### src/rtl/core/lbps_pkg.sv
package lbps_pkg;

   localparam int LED_COUNT = 4;
   localparam int LED_OUT_W = 4;
   localparam int PAT_W = 32;
   localparam int CNT_W = 4;
   localparam int PAT_BYTES = PAT_W / 8;
   localparam int PAD_BYTES = (LED_COUNT > PAT_BYTES) ? LED_COUNT : PAT_BYTES;
   localparam int LIT_PAD_W = (LED_COUNT > LED_OUT_W) ? LED_COUNT : LED_OUT_W;
   localparam int RSP_W = 8;

   localparam logic [1:0] MODE_KEEP  = 2'd0;
   localparam logic [1:0] MODE_OFF   = 2'd1;
   localparam logic [1:0] MODE_ON    = 2'd2;
   localparam logic [1:0] MODE_BLINK = 2'd3;

   localparam logic [3:0] NIB_OFF = 4'h0;
   localparam logic [3:0] NIB_ON  = 4'hF;

   localparam logic FUNC_TICK  = 1'b0;
   localparam logic FUNC_START = 1'b1;

   typedef logic [LED_COUNT-1:0][1:0]       mode_vec_type;
   typedef logic [LED_COUNT-1:0][CNT_W-1:0] cnt_vec_type;
   typedef logic [LED_COUNT-1:0]            lit_type;

   typedef struct packed {
      logic             start;
      logic [PAT_W-1:0] pattern;
   } cmd_type;

   typedef struct packed {
      logic running;
      logic rounds_zero;
   } stat_type;

   function automatic lit_type on_phase(mode_vec_type mode, cnt_vec_type cnt, lit_type lit);
      lit_type res;
      res = lit;
      for (int j = 0; j < LED_COUNT; j++) begin
         if ((mode[j] == MODE_BLINK && cnt[j] != '0) || mode[j] == MODE_ON) begin
            res[j] = 1'b1;
         end else if (mode[j] == MODE_OFF) begin
            res[j] = 1'b0;
         end
      end
      return res;
   endfunction

endpackage

### src/rtl/core/led_blink_pattern_sequencer.sv
// led blink pattern sequencer
// req channel: one word per command. tuser = func (1 = start, 0 = tick),
//   tdata = 32-bit pattern word, used on start only
// rsp channel: exactly one word per request word. tdata[3:0] = lit state of
//   leds 1..4, tdata[4] = active, upper bits zero
// a start decodes the pattern and lights the on phase; each tick is one
//   half-period and alternates off and on phases until the rounds run out
// a request word waits in the input register until the update step takes it; its
//   result is then held in the result register, which drives rsp
// throughput: one word per cycle while rsp is taken, set by the single update
//   step between the input register and the result register
// a new request is taken while a finished result still waits on rsp
// when rsp_tready is low the result holds, the update step pauses and
//   req_tready drops once the input register is also full
// reset clears all sequence state: leds off, not active, both registers empty
module led_blink_pattern_sequencer
   import lbps_pkg::*;
(
   input  logic             clock,
   input  logic             reset,
   input  logic             req_tvalid,
   output logic             req_tready,
   input  logic [PAT_W-1:0] req_tdata,  // pattern
   input  logic             req_tuser,  // func
   output logic             rsp_tvalid,
   input  logic             rsp_tready,
   output logic [RSP_W-1:0] rsp_tdata   // leds, active
);

   logic                 in_valid_ff, in_valid_in;
   cmd_type              in_cmd_ff, in_cmd_in;
   logic                 out_valid_ff, out_valid_in;
   logic [RSP_W-1:0]     out_data_ff, out_data_in;
   logic                 step;
   logic                 req_take;
   logic [LED_OUT_W-1:0] leds;
   logic                 active;
   stat_type             stat;

   assign step       = in_valid_ff && (!out_valid_ff || rsp_tready);
   assign req_tready = !in_valid_ff || step;
   assign req_take   = req_tvalid && req_tready;

   lbps_seq u_seq (
      .clock  (clock),
      .reset  (reset),
      .step   (step),
      .cmd    (in_cmd_ff),
      .leds   (leds),
      .active (active),
      .stat   (stat)
   );

   always_comb begin
      in_valid_in  = in_valid_ff;
      in_cmd_in    = in_cmd_ff;
      out_valid_in = out_valid_ff;
      out_data_in  = out_data_ff;
      if (req_take) begin
         in_valid_in       = 1'b1;
         in_cmd_in.start   = req_tuser;
         in_cmd_in.pattern = req_tdata;
      end else if (step) begin
         in_valid_in = 1'b0;
      end
      if (step) begin
         out_valid_in = 1'b1;
         out_data_in  = RSP_W'({active, leds});
      end else if (rsp_tready) begin
         out_valid_in = 1'b0;
      end
   end

   always_ff @(posedge clock) begin
      if (reset) begin
         in_valid_ff  <= 1'b0;
         out_valid_ff <= 1'b0;
      end else begin
         in_valid_ff  <= in_valid_in;
         out_valid_ff <= out_valid_in;
      end
      in_cmd_ff   <= in_cmd_in;
      out_data_ff <= out_data_in;
   end

   assign rsp_tvalid = out_valid_ff;
   assign rsp_tdata  = out_data_ff;

   a_start_active: assert property (@(posedge clock) disable iff (reset)
      step && in_cmd_ff.start == FUNC_START |=> rsp_tvalid && rsp_tdata[LED_OUT_W])
      else $error("start did not report active");

   a_no_overwrite: assert property (@(posedge clock) disable iff (reset)
      out_valid_ff && !rsp_tready |-> !step)
      else $error("pending result overwritten");

   a_idle_rounds: assert property (@(posedge clock) disable iff (reset)
      !stat.running |-> stat.rounds_zero)
      else $error("rounds left while idle");

   a_result_active: assert property (@(posedge clock) disable iff (reset)
      step |=> rsp_tdata[LED_OUT_W] == stat.running)
      else $error("reported active differs from sequence state");

endmodule

### src/rtl/core/lbps_seq.sv
module lbps_seq
   import lbps_pkg::*;
(
   input  logic                 clock,
   input  logic                 reset,
   input  logic                 step,
   input  cmd_type              cmd,
   output logic [LED_OUT_W-1:0] leds,
   output logic                 active,
   output stat_type             stat
);

   mode_vec_type     mode_ff, mode_in;
   cnt_vec_type      cnt_ff, cnt_in;
   logic [CNT_W-1:0] rounds_ff, rounds_in;
   logic             on_ff, on_in;
   logic             running_ff, running_in;
   lit_type          lit_ff, lit_in;

   logic [8*PAD_BYTES-1:0] pad_word;
   logic [7:0]             byte_v;
   logic [CNT_W-1:0]       most;
   logic [LIT_PAD_W-1:0]   lit_pad;

   always_comb begin
      mode_in    = mode_ff;
      cnt_in     = cnt_ff;
      rounds_in  = rounds_ff;
      on_in      = on_ff;
      running_in = running_ff;
      lit_in     = lit_ff;
      pad_word   = (8*PAD_BYTES)'(cmd.pattern);
      byte_v     = '0;
      most       = '0;
      if (step) begin
         if (cmd.start == FUNC_START) begin
            // byte k drives led LED_COUNT-1-k
            for (int k = 0; k < LED_COUNT; k++) begin
               byte_v = pad_word[8*k +: 8];
               if (byte_v[7:4] == NIB_OFF) begin
                  mode_in[LED_COUNT-1-k] = MODE_OFF;
                  cnt_in[LED_COUNT-1-k]  = '0;
               end else if (byte_v[7:4] == NIB_ON) begin
                  mode_in[LED_COUNT-1-k] = MODE_ON;
                  cnt_in[LED_COUNT-1-k]  = '0;
               end else begin
                  mode_in[LED_COUNT-1-k] = MODE_BLINK;
                  cnt_in[LED_COUNT-1-k]  = byte_v[3:0];
                  if (byte_v[3:0] > most) begin
                     most = byte_v[3:0];
                  end
               end
            end
            rounds_in  = (most != '0) ? most : CNT_W'(1);
            running_in = 1'b1;
            lit_in     = on_phase(mode_in, cnt_in, lit_ff);
            on_in      = 1'b1;
         end else if (running_ff) begin
            if (on_ff) begin
               for (int j = 0; j < LED_COUNT; j++) begin
                  if (mode_ff[j] == MODE_BLINK && cnt_ff[j] != '0) begin
                     lit_in[j] = 1'b0;
                     cnt_in[j] = cnt_ff[j] - CNT_W'(1);
                  end
               end
               if (rounds_ff != '0) begin
                  rounds_in = rounds_ff - CNT_W'(1);
               end
               on_in = 1'b0;
            end else if (rounds_ff != '0) begin
               lit_in = on_phase(mode_ff, cnt_ff, lit_ff);
               on_in  = 1'b1;
            end else begin
               running_in = 1'b0;
            end
         end
      end
   end

   always_ff @(posedge clock) begin
      if (reset) begin
         mode_ff    <= '0;
         cnt_ff     <= '0;
         rounds_ff  <= '0;
         on_ff      <= 1'b0;
         running_ff <= 1'b0;
         lit_ff     <= '0;
      end else begin
         mode_ff    <= mode_in;
         cnt_ff     <= cnt_in;
         rounds_ff  <= rounds_in;
         on_ff      <= on_in;
         running_ff <= running_in;
         lit_ff     <= lit_in;
      end
   end

   assign lit_pad          = LIT_PAD_W'(lit_in);
   assign leds             = lit_pad[LED_OUT_W-1:0];
   assign active           = running_in;
   assign stat.running     = running_ff;
   assign stat.rounds_zero = (rounds_ff == '0);

endmodule
### config.mk
export PLATFORM = sky130hd
export DESIGN_NAME = led_blink_pattern_sequencer
export DESIGN_NICKNAME = d
export VERILOG_FILES = /design/src/rtl/core/lbps_pkg.sv /design/src/rtl/core/led_blink_pattern_sequencer.sv /design/src/rtl/core/lbps_seq.sv
export SDC_FILE = /design/constraint.sdc
export NUM_CORES = 1
export LEC_CHECK = 0
export ABC_AREA = 1
export BUFFER_PORTS_ARGS = -buffer_cell sky130_fd_sc_hd__buf_2
export CAP_MARGIN = 10
export CELL_PAD_IN_SITES_DETAIL_PLACEMENT = 1
export CELL_PAD_IN_SITES_GLOBAL_PLACEMENT = 1
export CORE_ASPECT_RATIO = 0.8
export CORE_MARGIN = 4
export CORE_UTILIZATION = 44
export CTS_CLUSTER_DIAMETER = 150
export CTS_CLUSTER_SIZE = 24
export DETAILED_ROUTE_END_ITERATION = 7
export GPL_ROUTABILITY_DRIVEN = 0
export PLACE_DENSITY_LB_ADDON = 0.2
export REMOVE_ABC_BUFFERS = 1
export SYNTH_ARGS = -nofsm -noshare
export SYNTH_HDL_FRONTEND = slang
export SYNTH_SLANG_ARGS = --single-unit
export TNS_END_PERCENT = 5
### constraint.sdc
create_clock -name clock -period 5.04 [get_ports clock]
set_clock_uncertainty 0.15 [all_clocks]
set_input_delay 1.008 -clock clock [delete_from_list [all_inputs] [get_ports clock]]
set_output_delay 1.008 -clock clock [all_outputs]
set_load 0.01 [all_outputs]
==> impl_metrics.env <==
export IMPL_status="finished clean"
export IMPL_dieHeight_um=92.41
export IMPL_layout_commonest_cell="nand2_1"
export IMPL_critPathTopFamily="simple AND/OR/NAND/NOR gates"
export IMPL_hold_viol_final=0
export IMPL_min_period_ns=4.644
export IMPL_grtUsageTotal=0.2024
export IMPL_dieArea_um2=10490
export IMPL_drt_iter0_markers=143
export IMPL_maxSlewViolCount=0
export IMPL_cts_tree="built"
export IMPL_place_area_um2=4237
export IMPL_vdd_drop_max_v=0.0001924
export IMPL_final_cell_area_um2=4453
export IMPL_p_sw_mw=0.4487
export IMPL_vias=3330
export IMPL_path_buf_inv=6
export IMPL_synth_ff_type="edfxtp_1"
export IMPL_rrSetupSlack_ns=0.40
export IMPL_max_cap_viol_count=0
export IMPL_holdBufCountCts=0
export IMPL_ios=47
export IMPL_dr_pass1_iters=4
export IMPL_fillers=1068
export IMPL_ys_ff_latch=74
export IMPL_cpMaxStageDelayCell="edfxtp_1"
export IMPL_critPathMaxFanout=8
export IMPL_core_area_um2=8596
export IMPL_path_common_cell="nand2_1"
export IMPL_required_ns=5.10
export IMPL_rr_endpoint="u_seq.rounds_ff[2]"
export IMPL_p_sw_frac=0.3066
export IMPL_layout_drive_gt1_share=0.1696
export IMPL_start_kind="flop"
export IMPL_grt_overflow=0
export IMPL_seqPwrFrac=0.474
export IMPL_worst_slew_pin_slew_ns=0.8208
export IMPL_synth_top_area_frac=0.2912
export IMPL_synthCells=462
export IMPL_hold_end="u_seq.rounds_ff[2]"
export IMPL_powerDensity_nw_per_um2=328.7
export IMPL_min_from="u_seq.rounds_ff[2]"
export IMPL_drt_wl_total_um=9993
export IMPL_synth_area_um2=3919
export IMPL_cts_num_sinks=74
export IMPL_min_period_over_period=0.9213
export IMPL_hp_class="flop to flop"
export IMPL_synth_cell_types=39
export IMPL_comb_power_share=0.213
export IMPL_cts_root_buffer="clkbuf_8"
export IMPL_synthArstFlopShare=0
export IMPL_route_antenna_remaining_nets=0
export IMPL_r2r_worst_path_cells=32
export IMPL_final_nets=561
export IMPL_cts_htree_levels=3
export IMPL_clk_latency_ns=0.36
export IMPL_yosysTopAreaCell="edfxtp_1"
export IMPL_dp_hpwl_um=7429
export IMPL_grt_pass1_wl_um=16950
export IMPL_hold_ws_ns=0.3400
export IMPL_setup_viol=0
export IMPL_final_core_util=0.5180
export IMPL_die_width_um=113.5
export IMPL_clock_power_share=0.313
export IMPL_numCtsBuffers=9
export IMPL_synthToLayoutAreaGrowth_pct=13.63
export IMPL_placed_cells=607
export IMPL_grt_pass1_vias=3534
export IMPL_yosys_top_cells_area="edfxtp_1, dfxtp_1, nand2_1"
export IMPL_slowest_delay_ns=0.39
export IMPL_layout_common_cells="nand2_1, inv_1, buf_2"
export IMPL_endpoint_kind="flop"
export IMPL_start_util=0.4559
export IMPL_finalSetupTns_ns=0
export IMPL_regToRegStartpoint="in_cmd_ff[7]"
export IMPL_antenna_found_initial=0
export IMPL_path_clk_slew_ns=0.07
export IMPL_crit_type="flop to flop"
export IMPL_grt_max_degree=37
export IMPL_route_detailed_drc=0
export IMPL_avgViaCountPerCell=5.328
export IMPL_clockBufferDepth=2
export IMPL_ys_warn_count=0
export IMPL_wl_per_cell_um=15.99
export IMPL_yosysSeqAreaShare=0.4751
export IMPL_leakage_nw=1.892
export IMPL_min_path_cells=2
export IMPL_antenna_cells=0
export IMPL_max_freq_mhz=215.4
export IMPL_syn_area_per_cell_um2=8.482
export IMPL_fin_cells=625
export IMPL_slew_headroom=0.4522
export IMPL_internal_power_mw=1.015
export IMPL_synth_edf_count=38
export IMPL_portBuffers=43
export IMPL_num_rows=30
export IMPL_arrival_ns=4.70
layer usage:
metal  wire length (um)  track usage
met5                  0            0
met4                104      0.05506
met3                374      0.04768
met2               4748       0.3377
met1               4766       0.2632
cells by family after synthesis:
logic type	share of synthesized area
XOR/XNOR	0.02011
other	0.0009569
adder cells (fa/ha/maj)	0.05109
AND/OR/NAND/NOR	0.2289
AO/OA/AOI/OAI	0.1520
buffers and inverters	0.07184
flip-flops	0.4751
repair_timing:
| item | in CTS | in global routing |
|---|---|---|
| setup endpoints to repair | 0 | 3 |
| gates resized for setup | 0 | 5 |
| endpoints found under the hold margin | 0 | 0 |
| setup buffers | 0 | 2 |
worst reg2reg max path, delay by kind of cell, from the launching register on:
kind	cells	cell delay, ns
compound gates	5	0.69
fa+ha+maj	3	0.93
buf+inv	6	0.53
flops	1	0.39
simple gates	18	1.78
Yosys cell counts, types with 2 or more instances:
cell / number
and2_1: 3
nand4_1: 4
a41oi_1: 2
buf_4: 3
nand2_1: 96
a21oi_1: 26
o211ai_1: 3
nand3_1: 30
edfxtp_1: 38
inv_1: 53
xnor2_1: 5
a31oi_1: 7
clkbuf_1: 11
o2111ai_1: 5
dfxtp_1: 36
a32oi_1: 2
a211oi_1: 22
nand2_4: 5
nor2_1: 41
o41ai_1: 2
xor2_1: 4
ha_1: 16
inv_2: 3
nor2_4: 2
o21ai_0: 18
nand2_2: 6
o21ai_2: 2
nor3_1: 6
state kept, by name, summed over array words and instances, names as in the netlist:
signal and flops:
in_valid_ff 1, in_cmd_ff 33, u_seq.rounds_ff 4, u_seq.cnt_ff 16, rsp_tvalid 1, u_seq.on_ff 1, u_seq.running_ff 1, u_seq.lit_ff 4
u_seq.mode_ff 8, rsp_tdata 5
metrics by stage:
stage	worst slack (ns)	power [mW]
2_1_floorplan	1.004	0.9071
3_3_place_gp	0.6923	0.9807
3_5_place_dp	0.3764	0.9977
4_1_cts	0.3473	1.455
5_1_grt	-0.05213	1.556
6_report	0.3964	1.464
how the worst max path moves through the flow:
stage / from / end / slack [ns] / depth (start not counted)
after global placement: in_cmd_ff[7] / u_seq.rounds_ff[3] / 0.69 / 29
after floorplan: in_cmd_ff[7] / u_seq.rounds_ff[3] / 1.00 / 29
after detailed placement: in_cmd_ff[7] / u_seq.rounds_ff[3] / 0.38 / 30
after CTS: in_cmd_ff[5] / u_seq.rounds_ff[3] / 0.35 / 30
final: in_cmd_ff[7] / u_seq.rounds_ff[2] / 0.40 / 32
after global routing: in_cmd_ff[5] / u_seq.rounds_ff[0] / -0.05 / 36
layout make-up:
class                           instances  area (um2)  share of cell area
Multi-Input combinational cell        318        1795              0.4032
Clock inverter                          4       53.80             0.01208
Clock buffer                           12       135.1             0.03035
Sequential cell                        74        1862              0.4181
Tap cell                              112       140.1             0.03147
Timing Repair Buffer                   48       252.7             0.05676
Inverter                               57       214.0             0.04805
power by group through the flow:
stage	clock network, mW	logic, mW	registers (mW)
finish	0.458	0.312	0.693
global route	0.500	0.359	0.697
CTS	0.469	0.293	0.693
detailed placement	0	0.291	0.706
global placement	0	0.276	0.704
floorplan	0	0.206	0.701
(Power assumes the default switching activity.)
